[config.mk]
export PLATFORM = sky130hd
export DESIGN_NAME = rgb_to_hsl_pixel_unit_flat
export DESIGN_NICKNAME = d
export VERILOG_FILES = /design/src/rtl/rthp_pkg.sv /design/src/rtl/rthp_if.sv /design/src/rtl/rgb_to_hsl_pixel_unit.sv /design/src/flat_wrapper.sv
export SDC_FILE = /design/constraint.sdc
export NUM_CORES = 1
export LEC_CHECK = 0
export BUFFER_PORTS_ARGS = -buffer_cell sky130_fd_sc_hd__buf_2
export CAP_MARGIN = 20
export CORE_MARGIN = 4
export CORE_UTILIZATION = 64
export DETAILED_ROUTE_END_ITERATION = 10
export PLACE_DENSITY = 0.78
export REMOVE_ABC_BUFFERS = 1
export SLEW_MARGIN = 20
export SYNTH_ARGS = -nofsm -noshare
export SYNTH_HDL_FRONTEND = slang
export SYNTH_SLANG_ARGS = --single-unit
[constraint.sdc]
create_clock -name clk_i -period 37.8 [get_ports clk_i]
set_input_delay 7.56 -clock clk_i [delete_from_list [all_inputs] [get_ports clk_i]]
set_output_delay 7.56 -clock clk_i [all_outputs]
set_load 0.05 [all_outputs]
[src/rtl/rthp_pkg.sv]
package rthp_pkg;

  // Channel width of every input and result field.
  localparam int unsigned CH_BITS = 8;
  localparam logic [CH_BITS-1:0] CH_MAX = {CH_BITS{1'b1}};

  // Hue numerator before scaling lies in 0 .. 6*M-1.
  localparam int unsigned HN_W  = CH_BITS + 3;
  // Dividend (M * something) and divisor widths shared by both dividers.
  localparam int unsigned NUM_W = 2 * CH_BITS + 3;
  localparam int unsigned DEN_W = CH_BITS + 3;

  // Register after the max/min/sextant stage.
  typedef struct packed {
    logic [HN_W-1:0]    hnum;
    logic [CH_BITS-1:0] d;
    logic [CH_BITS-1:0] sden;
    logic [CH_BITS-1:0] lum;
  } sa_t;

  // One stage of the two restoring dividers.
  typedef struct packed {
    logic [NUM_W-1:0]   hrem;
    logic [DEN_W-1:0]   hden;
    logic [NUM_W-1:0]   srem;
    logic [DEN_W-1:0]   sden;
    logic [CH_BITS-1:0] hq;
    logic [CH_BITS-1:0] sq;
    logic [CH_BITS-1:0] lum;
  } dv_t;

endpackage

[src/rtl/rthp_if.sv]
interface rthp_in_if;
  import rthp_pkg::*;
  logic               valid;
  logic               ready;
  logic [CH_BITS-1:0] red;
  logic [CH_BITS-1:0] green;
  logic [CH_BITS-1:0] blue;

  modport source (output valid, output red, output green, output blue, input ready);
  modport sink   (input valid, input red, input green, input blue, output ready);
endinterface

interface rthp_out_if;
  import rthp_pkg::*;
  logic               valid;
  logic               ready;
  logic [CH_BITS-1:0] hue;
  logic [CH_BITS-1:0] saturation;
  logic [CH_BITS-1:0] luminance;

  modport source (output valid, output hue, output saturation, output luminance,
                  input ready);
  modport sink   (input valid, input hue, input saturation, input luminance,
                  output ready);
endinterface

[src/rtl/rgb_to_hsl_pixel_unit.sv]
// RGB to HSL converter, one pixel per transaction.
// Path to output valid: stage A register, stage B register, then the divider stage registers.
// Throughput: one pixel per cycle while the output is not stalled; the two dividers resolve one quotient bit per stage.
// The whole pipeline holds while the output register is full and not taken.
// Reset (rst_ni low, asynchronous) clears all stage valid bits; data is not reset.
module rgb_to_hsl_pixel_unit
  import rthp_pkg::*;
(
  input  logic       clk_i,
  input  logic       rst_ni,
  rthp_in_if.sink    pix_i,
  rthp_out_if.source hsl_o
);

  logic adv;

  // ---------------- stage A: max, min, sextant, saturation divisor
  sa_t  sa_d, sa_q;
  logic va_q;

  logic [CH_BITS-1:0]      r, g, b, mx, mn, d;
  logic [CH_BITS:0]        sum, sden_full;
  logic signed [CH_BITS+3:0] rs, gs, bs, sd, num;

  always_comb begin
    r  = pix_i.red;
    g  = pix_i.green;
    b  = pix_i.blue;
    mx = (r > g) ? r : g;
    mx = (mx > b) ? mx : b;
    mn = (r < g) ? r : g;
    mn = (mn < b) ? mn : b;
    d  = mx - mn;
    sum = {1'b0, mx} + {1'b0, mn};
    rs = signed'({4'b0000, r});
    gs = signed'({4'b0000, g});
    bs = signed'({4'b0000, b});
    sd = signed'({4'b0000, d});
    // red wins ties over green and blue, green over blue
    if (r == mx) begin
      num = gs - bs;
    end else if (g == mx) begin
      num = (sd <<< 1) + bs - rs;
    end else begin
      num = (sd <<< 2) + rs - gs;
    end
    if (num < 0) begin
      num = num + (sd <<< 2) + (sd <<< 1);
    end
    if (sum < {1'b0, CH_MAX}) begin
      sden_full = sum;
    end else begin
      sden_full = {CH_MAX, 1'b0} - sum;
    end
    sa_d.hnum = num[HN_W-1:0];
    sa_d.d    = d;
    // grey pixel: divisor 1 with zero dividend gives zero quotient
    sa_d.sden = (d == '0) ? CH_BITS'(1) : sden_full[CH_BITS-1:0];
    sa_d.lum  = sum[CH_BITS:1];
  end

  // ---------------- stage B: scale dividends by full scale
  dv_t pipe_d [CH_BITS+1];
  dv_t pipe_q [CH_BITS+1];
  logic [CH_BITS:0] pv_q;

  logic [NUM_W-1:0] hn_ext, d_ext;
  logic [DEN_W-1:0] d_den;

  always_comb begin
    hn_ext = NUM_W'(sa_q.hnum);
    d_ext  = NUM_W'(sa_q.d);
    d_den  = DEN_W'(sa_q.d);
    // M * x computed as (x << CH_BITS) - x
    pipe_d[0].hrem = (hn_ext << CH_BITS) - hn_ext;
    pipe_d[0].srem = (d_ext << CH_BITS) - d_ext;
    pipe_d[0].hden = (sa_q.d == '0) ? DEN_W'(1) : (d_den << 2) + (d_den << 1);
    pipe_d[0].sden = DEN_W'(sa_q.sden);
    pipe_d[0].hq   = '0;
    pipe_d[0].sq   = '0;
    pipe_d[0].lum  = sa_q.lum;
  end

  // ---------------- divider stages, MSB of the quotient first
  for (genvar j = 0; j < CH_BITS; j++) begin : g_div
    localparam int unsigned Sh = CH_BITS - 1 - j;
    logic [NUM_W-1:0] hsh, ssh;
    logic             hbit, sbit;

    always_comb begin
      hsh  = NUM_W'(pipe_q[j].hden) << Sh;
      ssh  = NUM_W'(pipe_q[j].sden) << Sh;
      hbit = (pipe_q[j].hrem >= hsh);
      sbit = (pipe_q[j].srem >= ssh);
      pipe_d[j+1]      = pipe_q[j];
      pipe_d[j+1].hrem = hbit ? pipe_q[j].hrem - hsh : pipe_q[j].hrem;
      pipe_d[j+1].srem = sbit ? pipe_q[j].srem - ssh : pipe_q[j].srem;
      pipe_d[j+1].hq   = {pipe_q[j].hq[CH_BITS-2:0], hbit};
      pipe_d[j+1].sq   = {pipe_q[j].sq[CH_BITS-2:0], sbit};
    end
  end

  // ---------------- handshake: all stages advance together
  assign adv         = ~pv_q[CH_BITS] | hsl_o.ready;
  assign pix_i.ready = adv;

  always_ff @(posedge clk_i or negedge rst_ni) begin
    if (!rst_ni) begin
      va_q <= 1'b0;
      pv_q <= '0;
    end else if (adv) begin
      va_q <= pix_i.valid;
      pv_q <= {pv_q[CH_BITS-1:0], va_q};
    end
  end

  always_ff @(posedge clk_i) begin
    if (adv) begin
      sa_q <= sa_d;
      for (int k = 0; k <= CH_BITS; k++) begin
        pipe_q[k] <= pipe_d[k];
      end
    end
  end

  assign hsl_o.valid      = pv_q[CH_BITS];
  assign hsl_o.hue        = pipe_q[CH_BITS].hq;
  assign hsl_o.saturation = pipe_q[CH_BITS].sq;
  assign hsl_o.luminance  = pipe_q[CH_BITS].lum;

endmodule
[src/flat_wrapper.sv]
// flat-port wrapper written by rule: the top's interface ports become plain ports
module rgb_to_hsl_pixel_unit_flat import rthp_pkg::*;
  (clk_i, rst_ni, pix_i_valid, pix_i_red, pix_i_green, pix_i_blue, pix_i_ready, hsl_o_valid, hsl_o_hue, hsl_o_saturation, hsl_o_luminance, hsl_o_ready);
  rthp_in_if pix_i_i ();
  rthp_out_if hsl_o_i ();
  input  logic clk_i;
  input  logic rst_ni;
  input wire logic [$bits(pix_i_i.valid)-1:0] pix_i_valid;
  input wire logic [$bits(pix_i_i.red)-1:0] pix_i_red;
  input wire logic [$bits(pix_i_i.green)-1:0] pix_i_green;
  input wire logic [$bits(pix_i_i.blue)-1:0] pix_i_blue;
  output wire logic [$bits(pix_i_i.ready)-1:0] pix_i_ready;
  output wire logic [$bits(hsl_o_i.valid)-1:0] hsl_o_valid;
  output wire logic [$bits(hsl_o_i.hue)-1:0] hsl_o_hue;
  output wire logic [$bits(hsl_o_i.saturation)-1:0] hsl_o_saturation;
  output wire logic [$bits(hsl_o_i.luminance)-1:0] hsl_o_luminance;
  input wire logic [$bits(hsl_o_i.ready)-1:0] hsl_o_ready;
  assign pix_i_i.valid = pix_i_valid;
  assign pix_i_i.red = pix_i_red;
  assign pix_i_i.green = pix_i_green;
  assign pix_i_i.blue = pix_i_blue;
  assign pix_i_ready = pix_i_i.ready;
  assign hsl_o_valid = hsl_o_i.valid;
  assign hsl_o_hue = hsl_o_i.hue;
  assign hsl_o_saturation = hsl_o_i.saturation;
  assign hsl_o_luminance = hsl_o_i.luminance;
  assign hsl_o_i.ready = hsl_o_ready;
  rgb_to_hsl_pixel_unit u_core (.clk_i(clk_i), .rst_ni(rst_ni), .pix_i(pix_i_i), .hsl_o(hsl_o_i));
endmodule
# Yosys cells after proc, flatten, opt, wreduce, memory -nomap -nowiden
# Memories as Yosys holds them, arrays and structs flattened.
# Index checks and enable logic that the tools add are counted.
# word_totals
reg_bits	45
ramBits	756
input_bits	28
out_inout_bits	26
memories	1
# op_classes
n_addsub	29
n_lt_le_gt_ge	22
eq_ne	2
mux	27
bitwise	2
reduce_logical	2
# memory_table
name	words	word_bits	rd	rd_ports_with_merged_regs	wr	line_no	text
u_core.pipe_q	9	84	9	0	9	rgb_to_hsl_pixel_unit.sv:64	dv_t pipe_q [CH_BITS+1];
# ops
operator	count
2-to-1 mux 19 bit	16
subtractor 19 x 11 -> 19 bit	3
2-to-1 mux 8 bit	5
greater-or-equal comparator 19 x 11 -> 1 bit	2
greater-or-equal comparator 19 x 12 -> 1 bit	2
greater-or-equal comparator 19 x 13 -> 1 bit	2
greater-or-equal comparator 19 x 14 -> 1 bit	2
greater-or-equal comparator 19 x 15 -> 1 bit	2
greater-or-equal comparator 19 x 16 -> 1 bit	2
greater-or-equal comparator 19 x 17 -> 1 bit	2
greater-or-equal comparator 19 x 18 -> 1 bit	2
subtractor 19 x 12 -> 19 bit	2
subtractor 19 x 13 -> 19 bit	2
subtractor 19 x 14 -> 19 bit	2
subtractor 19 x 15 -> 19 bit	2
subtractor 19 x 16 -> 19 bit	2
subtractor 19 x 17 -> 19 bit	2
subtractor 19 x 18 -> 19 bit	2
2-to-1 mux 12 bit	2
subtractor 12 x 9 -> 12 bit	2
2-to-1 mux 11 bit	2
subtractor 16 x 8 -> 17 bit	1
== test 8 bit	2
> comparator 8 bit	2
other kinds (16)	19

# Depth between registers and ports, before layout
# Gate-level depths: netlist (run 1).
# logic_depth
word_depth	12
depth_mapped	48
depth_no_buf	45

# Least setup slack after synthesis (run 1)
# No wires, ideal clock.
# synth_timing
path_type	input port to output port
start	in hsl_o_ready
end	out pix_i_ready
arrival_ns	25.349
t_required_ns	30.240
setup_slack_ns	4.891
cell_stages	2
path_buffers	1
cell_sequence	nand2b_1 clkbuf_1
# synth_between
elab_chain_cells	1
# synth_rtl
element	line_no	text
from (decl)	flat_wrapper.sv:17	input wire logic [$bits(hsl_o_i.ready)-1:0] hsl_o_ready;
OR 1 bit	rgb_to_hsl_pixel_unit.sv:104	assign adv = ~pv_q[CH_BITS] | hsl_o.ready;
to (decl)	flat_wrapper.sv:12	output wire logic [$bits(pix_i_i.ready)-1:0] pix_i_ready;
# No other way between the ends.

# Final worst setup path (run 1)
# Same ends and word-level chain as after synthesis.

==> results of run 1 <==
[cells by family (layout without fill, tap and decap cells)]
kind of cell	Yosys count	after routing	share of synthesized area
muxes	68	68	0.02193
buffers and inverters	346	490	0.03822
and+or+nand+nor	737	737	0.1069
xor gates and xnor gates	227	227	0.05779
AOI/OAI and AO/OA	575	575	0.1032
other	1	1	0.0001090
adders and majority gates	290	290	0.1120
DFF	643	643	0.5598
[metrics by stage]
step,util,hold WS [ns]
global route,0.7115,0.4205
finish,0.7115,0.4107
detailed placement,0.6717,0.4045
CTS,0.7114,0.4115
global placement,0.6717,0.4010
floorplan,-,0.4003
[placed cells by master, fill, tap and decap left out, types with 31 or more instances in the layout]
cell and count:
sky130_fd_sc_hd__edfxtp_1 633, sky130_fd_sc_hd__xnor2_1 144, sky130_fd_sc_hd__nor2b_1 57, sky130_fd_sc_hd__a21oi_1 175, sky130_fd_sc_hd__nand3_1 38, sky130_fd_sc_hd__nand2_1 181, sky130_fd_sc_hd__nand2b_1 40, sky130_fd_sc_hd__clkbuf_16 68
sky130_fd_sc_hd__nor3_1 55, sky130_fd_sc_hd__ha_1 260, sky130_fd_sc_hd__a21o_1 57, sky130_fd_sc_hd__inv_1 299, sky130_fd_sc_hd__mux2_2 35, sky130_fd_sc_hd__o21ai_0 147, sky130_fd_sc_hd__nor2_1 199, sky130_fd_sc_hd__xor2_1 83
sky130_fd_sc_hd__nor4_1 31, sky130_fd_sc_hd__buf_2 53
[worst max-delay path, cell delays in order]
cell and delay, ns:
sky130_fd_sc_hd__buf_2 0.08, sky130_fd_sc_hd__nand2b_4 0.55, sky130_fd_sc_hd__buf_2 0.39
[layer usage]
layer,vias to the layer above,part of all wire,track usage
met2,512,0.54,0.4432
met3,172,0.033,0.02948
met5,-,0,0
li1,10640,-,-
met4,0,0.045,0.1058
met1,10350,0.38,0.2508
[layout make-up]
type	count	area, um^2	area share
clock inverters	29	311.5	0.008283
well taps	688	860.8	0.02289
flip-flops and latches	643	19260	0.5120
inverters	300	1126	0.02994
multi-input cells	1898	13860	0.3684
repair buffers	73	415.4	0.01104
clock buffers	88	1787	0.04750
[state kept, by name, summed over array words and instances, names as in the netlist]
register / cells
u_core.d_den: 8
u_core.hn_ext: 11
u_core.pipe_d: 16
u_core.pipe_q: 598
u_core.pv_q: 9
u_core.va_q: 1
[path summary, 6_finish.rpt]
path                                                 start                               to  depth (start not counted)
max in group asynchronous                           rst_ni       u_core.pv_q[5]$_DFFE_PN0P_                          1
hold reg to reg            u_core.pipe_q[0][177]$_DFFE_PP_  u_core.pipe_q[0][262]$_DFFE_PP_                          0
min in group asynchronous                           rst_ni       u_core.pv_q[6]$_DFFE_PN0P_                          1
setup reg to reg                u_core.pv_q[8]$_DFFE_PN0P_   u_core.pipe_q[1][16]$_DFFE_PP_                          5
hold / removal             u_core.pipe_q[0][177]$_DFFE_PP_  u_core.pipe_q[0][262]$_DFFE_PP_                          0
setup / recovery                               hsl_o_ready                      pix_i_ready                          3
==> impl_metrics.yaml, run 1 <==
synthesis:
  post_synth_num_cell_types: 84
  syn-mean-instance-area_um2: 11.92
  async_reset_ff_frac: 0.01555
  syn-cell-area_mm2: 0.03440
  synth_area_leader_cell: "sky130_fd_sc_hd__edfxtp_1"
  synth_enable_flop_cells: 633
  synth_top_area_frac: 0.5525
  ys.flop_type: "sky130_fd_sc_hd__edfxtp_1"
  post_synth_main_area_contributors: "sky130_fd_sc_hd__edfxtp_1 (55%), sky130_fd_sc_hd__ha_1 (9.5%), sky130_fd_sc_hd__xnor2_1 (3.7%)"
  yosysWarnings: 0
  synth.top_cells.by_count: "sky130_fd_sc_hd__edfxtp_1 (633), sky130_fd_sc_hd__inv_1 (299), sky130_fd_sc_hd__ha_1 (260)"
  seq_area_frac_synth: 0.5598
  ys_ff_latch: 643
  yosys.cell_count.top_type: "sky130_fd_sc_hd__edfxtp_1"
  synthCells: 2887
setup_path:
  worst-r2r-setup-slack_ns: 33.40
  timing_worst_setup_path_type: "in -> out"
  crit_required_ns: 30.24
  worstPathMaxFanout: 56
  endpoint_kind: "primary output"
  critPathArrivalTime_ns: 8.67
  timing.critical_path.from_type: "primary input"
clocking:
  cts_tree: "yes"
  clock_insertion_delay_worst_skew_ns: 0.58
  post_cts.repair.setup_buffers: 0
  cts-hold-fix-buffers: 0
  buffer_depth_of_the_longest_clock_path: 3
  clk_pin_slew_worst_paths_ns: 0.06
  postCtsResizedCells: 0
  cts-root-buf: "sky130_fd_sc_hd__clkbuf_16"
  cts_buffers: 66
  cts_num_sinks: 643
  htree_levels: 3
layout:
  fraction_of_final_layout_cells_with_drive_strength_greater_than_1: 0.07687
  num-nets-final: 3300
  final.fill_count: 3542
  antenna_cells_inserted: 0
  post_layout_nonfiller_instances: 3719
  relative_area_change_from_synthesis_to_final_layout_pct: 9.332
  final_design_area_no_fill_mm2: 0.03761
detailed_routing:
  routed_wirelength_mm: 65.22
  vias_per_cell: 5.829
  route.antenna.remaining_nets: 0
  route.detailed.wl_per_inst_um: 17.54
  post-route-drc-count: 0
  routed-via-count: 21680
  drt_first_iter_violations: 1290
  number_of_search_and_repair_iterations_in_the_first_detailed_routing_pass: 5
timing:
  fin_setup_tns_ns: 0
  slew-limit-headroom: 0.2803
  achievable_frequency_mhz: 61.62
  setup_viol: 0
  tightestPinTransition_ns: 1.076
  layout_min_cycle_time_ns: 16.23
  grt_setup_unrepaired: "false"
  report.final.hold_viol_count: 0
  finalWorstSetupSlack_ns: 21.57
  slew_violations: 0
  final_period_utilization: 0.4293
  skew_ns: 0.01459
placed_design:
  port_buffers: 53
  place_worst_setup_slack_ns: 21.07
  dp.cells: 3602
  dpl_cell_area_mm2: 0.03551
  hpwlAfterDp_mm: 49.26
  gp_routability_congestion: 0.9452
global_routing:
  antenna_found_initial: 0
  grt_pass1_wl_mm: 107.3
  overflow: 0
  grt.total_usage: 0.2300
  grt_max_degree: 79
  via_count_of_the_first_global_routing_pass: 22380
die:
  dieHeight_um: 239.9
  floorplan.die_area_mm2: 0.05753
  placeableCoreArea_mm2: 0.05287
  floorplan_die_width_um: 239.9
  rows: 84
  num_io_pins: 54
  initial_util: 0.6508
status:
  outcome: "complete, no violations"
flow_run:
  max_cap_violations: 0
worst_hold_path:
  worstHoldPathType: "reg -> reg"
Power of run 1 is not shown: default switching activity piles up to over one toggle a cycle in this logic, so the estimate is an artifact.
==> run 2: changes to the inputs <==
- CORE_UTILIZATION: 64 -> 58
- PLACE_DENSITY: 0.78 -> 0.74
- clock period: 37.8 -> 14.48 ns (I/O delays scaled with it)
==> run 2 against run 1 <==
Compared with the run above:
- critical path depth increased by 35
- final area increased by 0.37%
- sequential share of layout area decreased by 0.19 points
- utilization decreased by 7.1 points
- wire length decreased by 1.6%
==> impl_metrics.yaml, run 2 (synthesis gave the netlist of run 1 again) <==
status:
  outcome: "complete, no violations"
flow_run:
  max_cap_violations: 0
clocking:
  cts_num_sinks: 643
  htree_levels: 3
  cts-root-buf: "sky130_fd_sc_hd__clkbuf_16"
  cts-hold-fix-buffers: 0
  cts_tree: "yes"
  clk_pin_slew_worst_paths_ns: 0.06
  buffer_depth_of_the_longest_clock_path: 3
  post_cts.repair.setup_buffers: 0
  postCtsResizedCells: 0
  cts_buffers: 67
  clock_insertion_delay_worst_skew_ns: 0.59
layout:
  finalCoreUtilization: 0.6409
  layout_commonest_cell: "sky130_fd_sc_hd__edfxtp_1"
  register_area_mm2: 0.01926
  antenna_cells_inserted: 0
  final_design_area_no_fill_mm2: 0.03775
  relative_area_change_from_synthesis_to_final_layout_pct: 9.736
  final.fill_count: 4320
  largest_register_by_flop_count: "u_core.pipe_q"
  max_reg_flops: 598
  final_cell_mix: "sky130_fd_sc_hd__edfxtp_1 (633), sky130_fd_sc_hd__inv_1 (299), sky130_fd_sc_hd__ha_1 (260)"
  fraction_of_final_layout_cells_with_drive_strength_greater_than_1: 0.07781
  num-nets-final: 3301
  total_area_of_multi_input_combinational_cells_mm2: 0.01386
detailed_routing:
  post-route-drc-count: 0
  vias_per_cell: 5.630
  number_of_search_and_repair_iterations_in_the_first_detailed_routing_pass: 8
  route.detailed.wl_per_inst_um: 16.86
  routed_wirelength_mm: 64.18
  route.antenna.remaining_nets: 0
  routed-via-count: 21430
  drt_first_iter_violations: 1133
setup_path:
  worstPathBufferInverterCount: 4
  critical_path.reg2reg.endpoint: "u_core.pipe_q[0][0]$_DFFE_PP_"
  worstPathMaxFanout: 17
  timing.critical_path.slowest_cell_delay_ns: 0.71
  crit_required_ns: 14.87
  critical_path_depth: 38
  most_used_cell_cp: "sky130_fd_sc_hd__ha_1"
  worst-r2r-setup-slack_ns: 10.47
  cp-endpoint: "u_core.hn_ext[10]$_DFFE_PP_"
  timing.critical_path.from_type: "primary input"
  timing_worst_setup_path_type: "in -> reg"
  worstSetupStartpoint: "pix_i_red[0]"
  critPathArrivalTime_ns: 11.95
  worst_path_dominant_cell_family: "compound AO/OA/AOI/OAI gates"
  endpoint_kind: "flip-flop"
  reg2reg_depth: 4
  crit_path_top_delay_cell: "sky130_fd_sc_hd__o21ai_0"
  worst_r2r_startpoint: "u_core.pv_q[8]$_DFFE_PN0P_"
global_routing:
  overflow: 0
  grt.total_usage: 0.2020
  via_count_of_the_first_global_routing_pass: 21700
  grt_max_degree: 94
  antenna_found_initial: 0
  grt_pass1_wl_mm: 104.9
placed_design:
  place_worst_setup_slack_ns: 2.456
  gp_routability_congestion: 0.9703
  port_buffers: 53
  dpl_cell_area_mm2: 0.03561
  hpwlAfterDp_mm: 48.15
timing:
  setup_viol: 0
  slew-limit-headroom: 0.2929
  tightestPinTransition_ns: 1.053
  report.final.hold_viol_count: 0
  grt_setup_unrepaired: "false"
  finalWorstSetupSlack_ns: 2.926
  achievable_frequency_mhz: 86.55
  layout_min_cycle_time_ns: 11.55
  finalHoldWorstSlack_ns: 0.4061
  slew_violations: 0
  skew_ns: 0.02225
  final_period_utilization: 0.7979
die:
  placeableCoreArea_mm2: 0.05891
  floorplan.die_area_mm2: 0.06328
  initial_util: 0.5840
  rows: 89
  dieHeight_um: 251.6
  floorplan_die_width_um: 251.6
  num_io_pins: 54
worst_hold_path:
  hold-path-cell-count: 0
  worstHoldPathType: "reg -> reg"
## run 2: cell types whose count changed in the layout (fill, tap and decap cells not counted)
cell / previous run / this run
sky130_fd_sc_hd__clkbuf_16: 68 / 71
sky130_fd_sc_hd__clkbuf_8: 1 / 2
sky130_fd_sc_hd__inv_6: 4 / 2
sky130_fd_sc_hd__clkinv_2: 9 / 11
sky130_fd_sc_hd__clkinvlp_4: 3 / 2
sky130_fd_sc_hd__inv_4: 0 / 1
sky130_fd_sc_hd__clkinv_4: 0 / 1
sky130_fd_sc_hd__clkbuf_1: 19 / 13
sky130_fd_sc_hd__buf_6: 0 / 2
sky130_fd_sc_hd__bufinv_16: 5 / 3
sky130_fd_sc_hd__buf_4: 20 / 18
sky130_fd_sc_hd__clkinv_1: 6 / 11
## run 2: worst min path at each step
stage | start | end | slack [ns]
2_1_floorplan | u_core.pipe_d[672]$_DFFE_PP_ | u_core.pipe_q[0][0]$_DFFE_PP_ | 0.40
3_3_place_gp | u_core.pipe_q[0][512]$_DFFE_PP_ | u_core.pipe_q[0][597]$_DFFE_PP_ | 0.40
3_5_place_dp | u_core.pipe_q[0][87]$_DFFE_PP_ | u_core.pipe_q[0][171]$_DFFE_PP_ | 0.40
4_1_cts | u_core.pipe_q[0][590]$_DFFE_PP_ | u_core.pipe_q[1][2]$_DFFE_PP_ | 0.41
5_1_grt | u_core.pipe_q[0][438]$_DFFE_PP_ | u_core.pipe_q[0][523]$_DFFE_PP_ | 0.42
6_report | u_core.pipe_q[0][590]$_DFFE_PP_ | u_core.pipe_q[1][2]$_DFFE_PP_ | 0.41
## run 2: cell type report
| type | count | area share |
|---|---|---|
| Timing Repair Buffer | 73 | 0.01120 |
| Tap cell | 773 | 0.02562 |
| Inverter | 300 | 0.02983 |
| Multi-Input combinational cell | 1898 | 0.3670 |
| Clock buffer | 86 | 0.04908 |
| Clock inverter | 33 | 0.007158 |
| Sequential cell | 643 | 0.5101 |
## run 2: metal layers
layer	track usage	wire length [um]
met3	0.02536	2100
met2	0.3811	34100
met5	0	0
met1	0.2264	25190
met4	0.09574	2776
## run 2: per-stage QoR
stage                     std cells  TNS [ns]
after floorplan                2841  -3365.10
after global routing           3806         0
after detailed placement       3686         0
after CTS                      3805         0
final                          3806         0
after global placement         3686         0
Power of run 2 is left out for the same reason.
